### config.mk
export PLATFORM = sky130hd
export DESIGN_NAME = quadratic_probe_hash_table_flat
export DESIGN_NICKNAME = d
export VERILOG_FILES = /design/src/sv/qpht_pkg.sv /design/src/sv/qpht_req_if.sv /design/src/sv/qpht_rsp_if.sv /design/src/sv/qpht_ram.sv /design/src/sv/qpht_probe.sv /design/src/sv/quadratic_probe_hash_table.sv /design/src/flat_wrapper.sv
export SDC_FILE = /design/constraint.sdc
export NUM_CORES = 1
export LEC_CHECK = 0
export BUFFER_PORTS_ARGS = -buffer_cell sky130_fd_sc_hd__buf_2
export CAP_MARGIN = 0
export CORE_MARGIN = 2
export CORE_UTILIZATION = 55
export CTS_BUF_LIST = sky130_fd_sc_hd__clkbuf_2
export CTS_CLUSTER_SIZE = 24
export DETAILED_ROUTE_END_ITERATION = 16
export PLACE_DENSITY = 0.74
export SLEW_MARGIN = 40
export SYNTH_ARGS = -nofsm -noshare
export SYNTH_HDL_FRONTEND = slang
export SYNTH_HIERARCHICAL = 1
export SYNTH_SLANG_ARGS = --single-unit
### constraint.sdc
create_clock -name clk -period 5.5 [get_ports clk]
set_input_delay 0.825 -clock clk [delete_from_list [all_inputs] [get_ports clk]]
set_output_delay 0.825 -clock clk [all_outputs]
set_load 0.01 [all_outputs]
### src/sv/qpht_pkg.sv
`timescale 1ns / 1ps
// Package for the quadratic-probe hash table: sizes, codes and shared types.
// Depends on nothing; every other file of the block but qpht_ram uses it.
package qpht_pkg;

	localparam int TABLE_SIZE = 16;
	localparam int IDX_W      = $clog2(TABLE_SIZE);
	localparam int KEY_W      = 31;
	localparam int MODE_W     = 2;
	localparam int STATUS_W   = 2;
	localparam int SLOT_W     = 4;

	typedef enum logic [MODE_W-1:0] {
		MODE_INSERT = 2'd0,
		MODE_SEARCH = 2'd1,
		MODE_DELETE = 2'd2
	} mode_t;

	typedef enum logic [STATUS_W-1:0] {
		ST_OK        = 2'd0,
		ST_NOT_FOUND = 2'd1,
		ST_FULL      = 2'd2
	} status_t;

	typedef enum logic [1:0] {
		S_IDLE,
		S_HOME,
		S_READ,
		S_CHECK
	} state_t;

	typedef struct packed {
		logic start;
		logic advance;
	} probe_ctrl_t;

	typedef struct packed {
		logic             ready;
		logic             last;
		logic [IDX_W-1:0] addr;
	} probe_stat_t;

endpackage

### src/sv/qpht_req_if.sv
`timescale 1ns / 1ps
// Request channel: one word carries a mode and a key.
// Depends on qpht_pkg.
interface qpht_req_if;
	logic                          valid;
	logic                          ready;
	logic [qpht_pkg::MODE_W-1:0]   mode;
	logic [qpht_pkg::KEY_W-1:0]    key;

	modport source (output valid, output mode, output key, input ready);
	modport sink   (input valid, input mode, input key, output ready);
endinterface

### src/sv/qpht_rsp_if.sv
`timescale 1ns / 1ps
// Response channel: one word carries a status and a slot index.
// Depends on qpht_pkg.
interface qpht_rsp_if;
	logic                            valid;
	logic                            ready;
	logic [qpht_pkg::STATUS_W-1:0]   status;
	logic [qpht_pkg::SLOT_W-1:0]     slot_index;

	modport source (output valid, output status, output slot_index, input ready);
	modport sink   (input valid, input status, input slot_index, output ready);
endinterface

### src/sv/qpht_ram.sv
`timescale 1ns / 1ps
// Generic single-write, single-read RAM with a registered read port.
// Stand-alone; no package needed.
module qpht_ram #(
	parameter int WIDTH = 8,
	parameter int DEPTH = 16
) (
	input  logic                     clk,
	input  logic                     we,
	input  logic [$clog2(DEPTH)-1:0] waddr,
	input  logic [WIDTH-1:0]         wdata,
	input  logic                     re,
	input  logic [$clog2(DEPTH)-1:0] raddr,
	output logic [WIDTH-1:0]         rdata
);
	logic [WIDTH-1:0] mem [DEPTH];
	logic [WIDTH-1:0] rdata_q;

	always_ff @(posedge clk) begin
		if (we) begin
			mem[waddr] <= wdata;
		end
		if (re) begin
			rdata_q <= mem[raddr];
		end
	end

	assign rdata = rdata_q;
endmodule

### src/sv/qpht_probe.sv
`timescale 1ns / 1ps
// Probe address generator: home slot (key mod table size) and quadratic offsets.
// Depends on qpht_pkg.
module qpht_probe (
	input  logic                     clk,
	input  logic                     arst_n,
	input  logic [qpht_pkg::KEY_W-1:0] key,
	input  qpht_pkg::probe_ctrl_t    ctrl,
	output qpht_pkg::probe_stat_t    stat
);
	import qpht_pkg::*;

	localparam int BCNT_W = $clog2(KEY_W);
	localparam bit POW2 = (TABLE_SIZE == (1 << IDX_W));
	localparam logic [IDX_W:0] T_EXT = (IDX_W + 1)'(TABLE_SIZE);
	localparam logic [BCNT_W-1:0] BCNT_LAST = BCNT_W'(KEY_W - 1);
	localparam logic [IDX_W-1:0] CNT_LAST = IDX_W'(TABLE_SIZE - 1);

	logic [IDX_W-1:0]  home_q;   // running remainder while reducing
	logic [IDX_W-1:0]  off_q;    // i*i mod size
	logic [IDX_W-1:0]  step_q;   // (2i+1) mod size
	logic [IDX_W-1:0]  cnt_q;    // probe number i
	logic [KEY_W-1:0]  key_sh_q;
	logic [BCNT_W-1:0] bcnt_q;
	logic              busy_q;
	logic              rdy_q;

	logic [IDX_W:0] rem_t, rem_n;
	logic [IDX_W:0] addr_t, off_t, step_t;
	logic [IDX_W-1:0] addr_n, off_n, step_n;

	always_comb begin
		rem_t  = {home_q, key_sh_q[KEY_W-1]};
		rem_n  = (rem_t >= T_EXT) ? rem_t - T_EXT : rem_t;
		addr_t = {1'b0, home_q} + {1'b0, off_q};
		addr_n = (addr_t >= T_EXT) ? IDX_W'(addr_t - T_EXT) : IDX_W'(addr_t);
		off_t  = {1'b0, off_q} + {1'b0, step_q};
		off_n  = (off_t >= T_EXT) ? IDX_W'(off_t - T_EXT) : IDX_W'(off_t);
		step_t = {1'b0, step_q} + (IDX_W + 1)'(2);
		step_n = (step_t >= T_EXT) ? IDX_W'(step_t - T_EXT) : IDX_W'(step_t);
	end

	always_ff @(posedge clk or negedge arst_n) begin
		if (!arst_n) begin
			busy_q <= 1'b0;
			rdy_q  <= 1'b0;
		end else if (ctrl.start) begin
			busy_q <= !POW2;
			rdy_q  <= POW2;
		end else if (busy_q && bcnt_q == BCNT_LAST) begin
			busy_q <= 1'b0;
			rdy_q  <= 1'b1;
		end
	end

	always_ff @(posedge clk) begin
		if (ctrl.start) begin
			home_q   <= POW2 ? key[IDX_W-1:0] : '0;
			key_sh_q <= key;
			bcnt_q   <= '0;
			off_q    <= '0;
			step_q   <= IDX_W'(1);
			cnt_q    <= '0;
		end else begin
			if (busy_q) begin
				// one key bit per cycle into the remainder
				home_q   <= IDX_W'(rem_n);
				key_sh_q <= {key_sh_q[KEY_W-2:0], 1'b0};
				bcnt_q   <= bcnt_q + BCNT_W'(1);
			end
			if (ctrl.advance) begin
				off_q  <= off_n;
				step_q <= step_n;
				cnt_q  <= cnt_q + IDX_W'(1);
			end
		end
	end

	assign stat.ready = rdy_q;
	assign stat.last  = (cnt_q == CNT_LAST);
	assign stat.addr  = addr_n;
endmodule

### src/sv/quadratic_probe_hash_table.sv
`timescale 1ns / 1ps
// Open-addressing hash table of 31-bit keys with quadratic probing over TABLE_SIZE
// slots. Each request word (mode, key) gives exactly one response word (status,
// slot_index). Insert takes the first free probed slot (duplicates allowed),
// search returns the first matching slot and stops at a free one, delete empties
// the matching slot outright. Probe i visits (key mod size + i*i) mod size; after
// TABLE_SIZE probes insert answers full and search/delete answer not found. The
// unused mode code answers not found and leaves the table alone. Keys live in a
// RAM with a registered read; valid bits are flops cleared at reset, so no
// clearing pass is needed. One request is worked on at a time: after acceptance
// the home slot is formed, then each probe does one RAM read and one compare,
// and the response word is registered once the output register is free. When
// TABLE_SIZE is not a power of two the home slot is reduced one key bit per cycle.
// A finished response sits in an output register, and the next request is taken
// meanwhile.
// Depends on qpht_pkg, qpht_req_if, qpht_rsp_if, qpht_ram and qpht_probe.
module quadratic_probe_hash_table (
	input  logic         clk,
	input  logic         arst_n,
	qpht_req_if.sink     req,
	qpht_rsp_if.source   rsp
);
	import qpht_pkg::*;

	state_t                state_q, state_n;
	logic [MODE_W-1:0]     mode_q;
	logic [KEY_W-1:0]      key_q;
	logic [TABLE_SIZE-1:0] valid_q;
	logic                  rsp_valid_q;
	logic [STATUS_W-1:0]   rsp_status_q;
	logic [SLOT_W-1:0]     rsp_slot_q;

	probe_ctrl_t  pctrl;
	probe_stat_t  pstat;
	logic [KEY_W-1:0] rdata;

	logic    accept, rsp_free, vld, hit;
	logic    finish, do_write, do_clear, commit, cont;
	status_t fin_status;

	qpht_probe u_probe (
		.clk    (clk),
		.arst_n (arst_n),
		.key    (req.key),
		.ctrl   (pctrl),
		.stat   (pstat)
	);

	// key store; the entry read is only compared when its valid bit is set
	qpht_ram #(
		.WIDTH (KEY_W),
		.DEPTH (TABLE_SIZE)
	) u_keys (
		.clk   (clk),
		.we    (commit && do_write),
		.waddr (pstat.addr),
		.wdata (key_q),
		.re    (state_q == S_READ),
		.raddr (pstat.addr),
		.rdata (rdata)
	);

	assign accept   = req.valid && req.ready;
	assign rsp_free = !rsp_valid_q || rsp.ready;
	assign vld      = valid_q[pstat.addr];
	assign hit      = vld && (rdata == key_q);

	// per-probe decision, evaluated while in S_CHECK
	always_comb begin
		finish     = 1'b0;
		do_write   = 1'b0;
		do_clear   = 1'b0;
		fin_status = ST_NOT_FOUND;
		case (mode_q)
			MODE_INSERT: begin
				if (!vld) begin
					finish     = 1'b1;
					do_write   = 1'b1;
					fin_status = ST_OK;
				end else if (pstat.last) begin
					finish     = 1'b1;
					fin_status = ST_FULL;
				end
			end
			MODE_SEARCH, MODE_DELETE: begin
				if (!vld) begin
					finish = 1'b1;
				end else if (hit) begin
					finish     = 1'b1;
					do_clear   = (mode_q == MODE_DELETE);
					fin_status = ST_OK;
				end else if (pstat.last) begin
					finish = 1'b1;
				end
			end
			default: begin
				finish = 1'b1;
			end
		endcase
	end

	// hold the final probe until the output register can take the word
	assign commit = (state_q == S_CHECK) && finish && rsp_free;
	assign cont   = (state_q == S_CHECK) && !finish;

	always_comb begin
		state_n = state_q;
		unique case (state_q)
			S_IDLE:  if (accept) state_n = S_HOME;
			S_HOME:  if (pstat.ready) state_n = S_READ;
			S_READ:  state_n = S_CHECK;
			S_CHECK: begin
				if (commit) begin
					state_n = S_IDLE;
				end else if (cont) begin
					state_n = S_READ;
				end
			end
			default: state_n = S_IDLE;
		endcase
	end

	always_comb begin
		req.ready     = (state_q == S_IDLE);
		pctrl.start   = accept;
		pctrl.advance = cont;
	end

	always_ff @(posedge clk or negedge arst_n) begin
		if (!arst_n) begin
			state_q     <= S_IDLE;
			valid_q     <= '0;
			rsp_valid_q <= 1'b0;
		end else begin
			state_q <= state_n;
			if (commit && do_write) begin
				valid_q[pstat.addr] <= 1'b1;
			end
			if (commit && do_clear) begin
				valid_q[pstat.addr] <= 1'b0;
			end
			if (commit) begin
				rsp_valid_q <= 1'b1;
			end else if (rsp.ready) begin
				rsp_valid_q <= 1'b0;
			end
		end
	end

	always_ff @(posedge clk) begin
		if (accept) begin
			mode_q <= req.mode;
			key_q  <= req.key;
		end
		if (commit) begin
			rsp_status_q <= fin_status;
			rsp_slot_q   <= (fin_status == ST_OK) ? SLOT_W'(pstat.addr) : '0;
		end
	end

	assign rsp.valid      = rsp_valid_q;
	assign rsp.status     = rsp_status_q;
	assign rsp.slot_index = rsp_slot_q;
endmodule

### src/flat_wrapper.sv
// flat-port wrapper written by rule: the top's interface ports become plain ports
module quadratic_probe_hash_table_flat import qpht_pkg::*;
  (clk, arst_n, req_valid, req_mode, req_key, req_ready, rsp_valid, rsp_status, rsp_slot_index, rsp_ready);
  qpht_req_if req_i ();
  qpht_rsp_if rsp_i ();
  input  logic clk;
  input  logic arst_n;
  input wire logic [$bits(req_i.valid)-1:0] req_valid;
  input wire logic [$bits(req_i.mode)-1:0] req_mode;
  input wire logic [$bits(req_i.key)-1:0] req_key;
  output wire logic [$bits(req_i.ready)-1:0] req_ready;
  output wire logic [$bits(rsp_i.valid)-1:0] rsp_valid;
  output wire logic [$bits(rsp_i.status)-1:0] rsp_status;
  output wire logic [$bits(rsp_i.slot_index)-1:0] rsp_slot_index;
  input wire logic [$bits(rsp_i.ready)-1:0] rsp_ready;
  assign req_i.valid = req_valid;
  assign req_i.mode = req_mode;
  assign req_i.key = req_key;
  assign req_ready = req_i.ready;
  assign rsp_valid = rsp_i.valid;
  assign rsp_status = rsp_i.status;
  assign rsp_slot_index = rsp_i.slot_index;
  assign rsp_i.ready = rsp_ready;
  quadratic_probe_hash_table u_core (.clk(clk), .arst_n(arst_n), .req(req_i), .rsp(rsp_i));
endmodule
==> results.yml <==
synth:
  yosys.area_share.simple_pct: 2.785
  syn_nets: 1221
  yosys_warnings: 6
  synth_top_family_by_area: "multiplexers"
  synth_compound_area_share_pct: 3.647
  synthXorXnorAreaFrac_pct: 1.464
  ys_async_sr_fraction_pct: 3.165
  syn_inst: 1172
  synthFlopType: "edfxtp_1"
  synth-seq-cells: 632
  seq_area_frac_synth_pct: 76.51
  synth_mux_area_share_pct: 13.43
  synth.distinct_cells: 58
  synth_fa_ha_area_share_pct: 0.6733
  syn_area_um2: 24530
  syn_area_per_cell_um2: 20.93
  synth_edf_count: 601
power:
  combPwrFrac_pct: 36.0
  switching_share_pct: 34.98
  p_per_area_nw_per_um2: 518.6
  intPower_mw: 9.261
  peakVddDrop_uv: 376.2
  p_switching_mw: 4.983
  pwr-share-clk_pct: 20.1
  sequentialPowerShare_pct: 43.9
  total_power_mw: 14.24
  leakage_nw: 9.236
critical_path:
  cpPeakStageDelay_ns: 0.67
  worstPathMaxFanout: 19
  cp_top_family: "simple AND/OR/NAND/NOR gates"
  crit_buf_inv: 1
  criticalPathCategory: "flop to flop"
  cp-start-kind: "flop"
  critPathArrivalTime_ns: 5.63
  cp_cell_sequence: "ha_4 > fa_4 > xor2_2 > mux4_2 > mux2_4 > mux2_4 > nor2_1 > nand3b_1 > nor2_4 > buf_4"
  crit_slowest_cell: "nor2_4"
  required_ns: 6.32
  crit_top_cell: "mux2_4"
  worstSetupEndpointType: "flop"
sta:
  report.final.setup_viol: 0
  final-hold-violation-count: 0
  worstMarginPinSlew_ns: 0.8626
  min_period_ns: 4.805
  clock_skew_ns: 0.07269
  slew_headroom_pct: 42.36
  finalMaxSlewViolations: 0
  whs_ns: 0.2299
  min_period_over_period_pct: 87.37
  fin_tns_setup_ns: 0
  fmax_mhz: 208.1
  rsz0062_at_grt: "no"
finish:
  area_delta_synth_final_pct: 11.98
  final_common_cell: "edfxtp_1"
  multiInputGateArea_um2: 5615
  layout.nets: 1441
  regArea_um2: 18770
  mostFrequentLayoutCells: "edfxtp_1, clkbuf_2, mux4_2"
  drive_gt1_share_pct: 34.16
  fillCellCount: 3160
  fin_util_pct: 62.25
clocking:
  htree_levels: 4
  cts_root_buffer: "clkbuf_2"
  cts_sinks: 632
  cts_buffer_depth: 3
  cts_made_buffers: 156
  cts_tree: "done"
  clock_latency_ns: 1.18
  postCtsSetupRepairBufs: 0
  post_cts_resized: 0
  clk_pin_slew_ns: 0.12
routing:
  drtPass1Iterations: 5
  wl_um: 49320
  drtIter0Drc: 1197
  avgRoutedWirePerCell_um: 23.67
  avgViaCountPerCell: 5.906
  ant_nets: 0
  vias: 12310
  drcViolationCount: 0
placed_design:
  io_buffers: 44
  dp_hpwl_um: 29160
  gp_congestion: 0.8019
floorplan:
  rows: 77
  die_w_um: 215.2
  die-area_um2: 46300
  core_area_um2: 44120
  die_h_um: 215.2
  initial_utilization_pct: 55.59
  ioPinCount: 45
grt:
  grt_max_degree: 78
  antenna_found_initial: 2
  overflow: 0
  grt_usage_pct: 22.06
  grt_pass1_wl_um: 74920
  grt_pass1_vias: 12780
hold_path:
  hp-class: "primary input to asynchronous set/reset pin"
outcome:
  status: "completed"
run:
  cap_violations: 0
==> worst paths after layout <==
check                      slack, ns                                 start                              endpoint  cells past startpoint
setup / recovery                0.69    u_core/u_probe/home_q[0]$_DFFE_PP_    u_core/u_keys/mem[6][17]$_DFFE_PP_                     10
hold / removal                  0.23                                arst_n           u_core/valid_q[4]$_DFF_PN0_                      3
setup reg to reg                0.69    u_core/u_probe/home_q[0]$_DFFE_PP_    u_core/u_keys/mem[6][17]$_DFFE_PP_                     10
hold reg to reg                 0.53  u_core/u_probe/cnt_q[1]$_SDFFE_PP0P_  u_core/u_probe/cnt_q[1]$_SDFFE_PP0P_                      2
max in group asynchronous       4.89                                arst_n         u_core/state_q[0]$_DFFE_PN0P_                      3
min in group clk                0.37                           req_key[15]            u_core/key_q[15]$_DFFE_PP_                      2
==> layer usage <==
layer / part of all wire [%] / global-route usage (%) / wire, um / up-vias
met5: 0 / 0 / 0 / -
met1: 42 / 31.68 / 20800 / 6310
met3: 8.0 / 6.086 / 3968 / 63
li1: - / - / - / 5390
met2: 48 / 32.26 / 23540 / 545
met4: 2.1 / 9.494 / 1017 / 0
==> stage by stage <==
step | setup slack, ns | instances | instance area [um^2]
after floorplan | 0.3015 | 1172 | 24550
after global routing | 0.4362 | 2084 | 27470
final | 0.6948 | 2084 | 27470
after detailed placement | 0.7663 | 1789 | 25810
after global placement | 0.7932 | 1786 | 25730
after CTS | 0.6675 | 2082 | 27470
==> registers in the layout, indices dropped and copies added, names as in the netlist <==
name                     count
u_core/key_q                31
u_core/mode_q                2
u_core/rsp.slot_index        4
u_core/rsp.status            2
u_core/rsp.valid             1
u_core/state_q               2
u_core/u_keys/mem          496
u_core/u_keys/rdata         31
u_core/u_probe/cnt_q         4
u_core/u_probe/home_q        4
u_core/u_probe/key_sh_q     31
u_core/u_probe/off_q         4
u_core/u_probe/rdy_q         1
u_core/u_probe/step_q        3
u_core/valid_q              16
==> worst register-to-register path: cells and delay by family (launching register included) <==
| kind | cells | cell delay, ns |
|---|---|---|
| AND/OR/NAND/NOR | 3 | 1.42 |
| multiplexers | 3 | 1.28 |
| adder cells (fa/ha/maj) | 2 | 0.64 |
| flip-flops | 1 | 0.45 |
| XOR/XNOR | 1 | 0.39 |
| buffers and inverters | 1 | 0.28 |
==> repair_timing <==
item | in CTS | in global routing
endpoints found under the setup margin | 0 | 0
hold endpoints to repair | 90 | 0
hold buffers | 37 | 0
==> Yosys cell counts, types with 10 or more instances <==
| cell | count | share of area [%] |
|---|---|---|
| xor2_1 | 36 | 1.3 |
| a21oi_1 | 15 | 0.31 |
| dfrtp_1 | 20 | 2.0 |
| dfxtp_1 | 11 | 0.90 |
| ha_1 | 10 | 0.51 |
| a22oi_1 | 63 | 1.9 |
| buf_2 | 20 | 0.41 |
| edfxtp_1 | 601 | 74 |
| nor2_1 | 35 | 0.54 |
| nand2_1 | 40 | 0.61 |
| inv_1 | 13 | 0.20 |
| a41oi_1 | 16 | 0.57 |
| clkbuf_1 | 24 | 0.37 |
| mux4_2 | 128 | 12 |
| mux2_2 | 28 | 1.3 |
==> power groups by stage <==
stage | combinational [mW] | clock (mW) | sequential [mW]
after floorplan | 3.65 | 0 | 6.30
after global placement | 4.94 | 0 | 6.35
after detailed placement | 5.10 | 0 | 6.36
after CTS | 5.13 | 3.00 | 6.26
after global routing | 5.49 | 3.21 | 6.30
final | 5.13 | 2.86 | 6.25
==> layout make-up <==
cell class / instances / area share [%]
Clock buffer: 213 / 3.881
Timing Repair Buffer: 121 / 3.653
Clock inverter: 43 / 0.8017
Tap cell: 592 / 2.697
Inverter: 13 / 0.1777
Multi-Input combinational cell: 468 / 20.44
Antenna cell: 2 / 0.01822
Sequential cell: 632 / 68.33
==> kinds of logic after synthesis <==
kind of cell | count (synthesis)
buffers and inverters | 72
AO/OA/AOI/OAI | 122
flip-flops | 632
adder cells (fa/ha/maj) | 12
AND/OR/NAND/NOR | 129
multiplexers | 164
XOR/XNOR | 41
No activity file was read; power rests on OpenSTA's default activity.
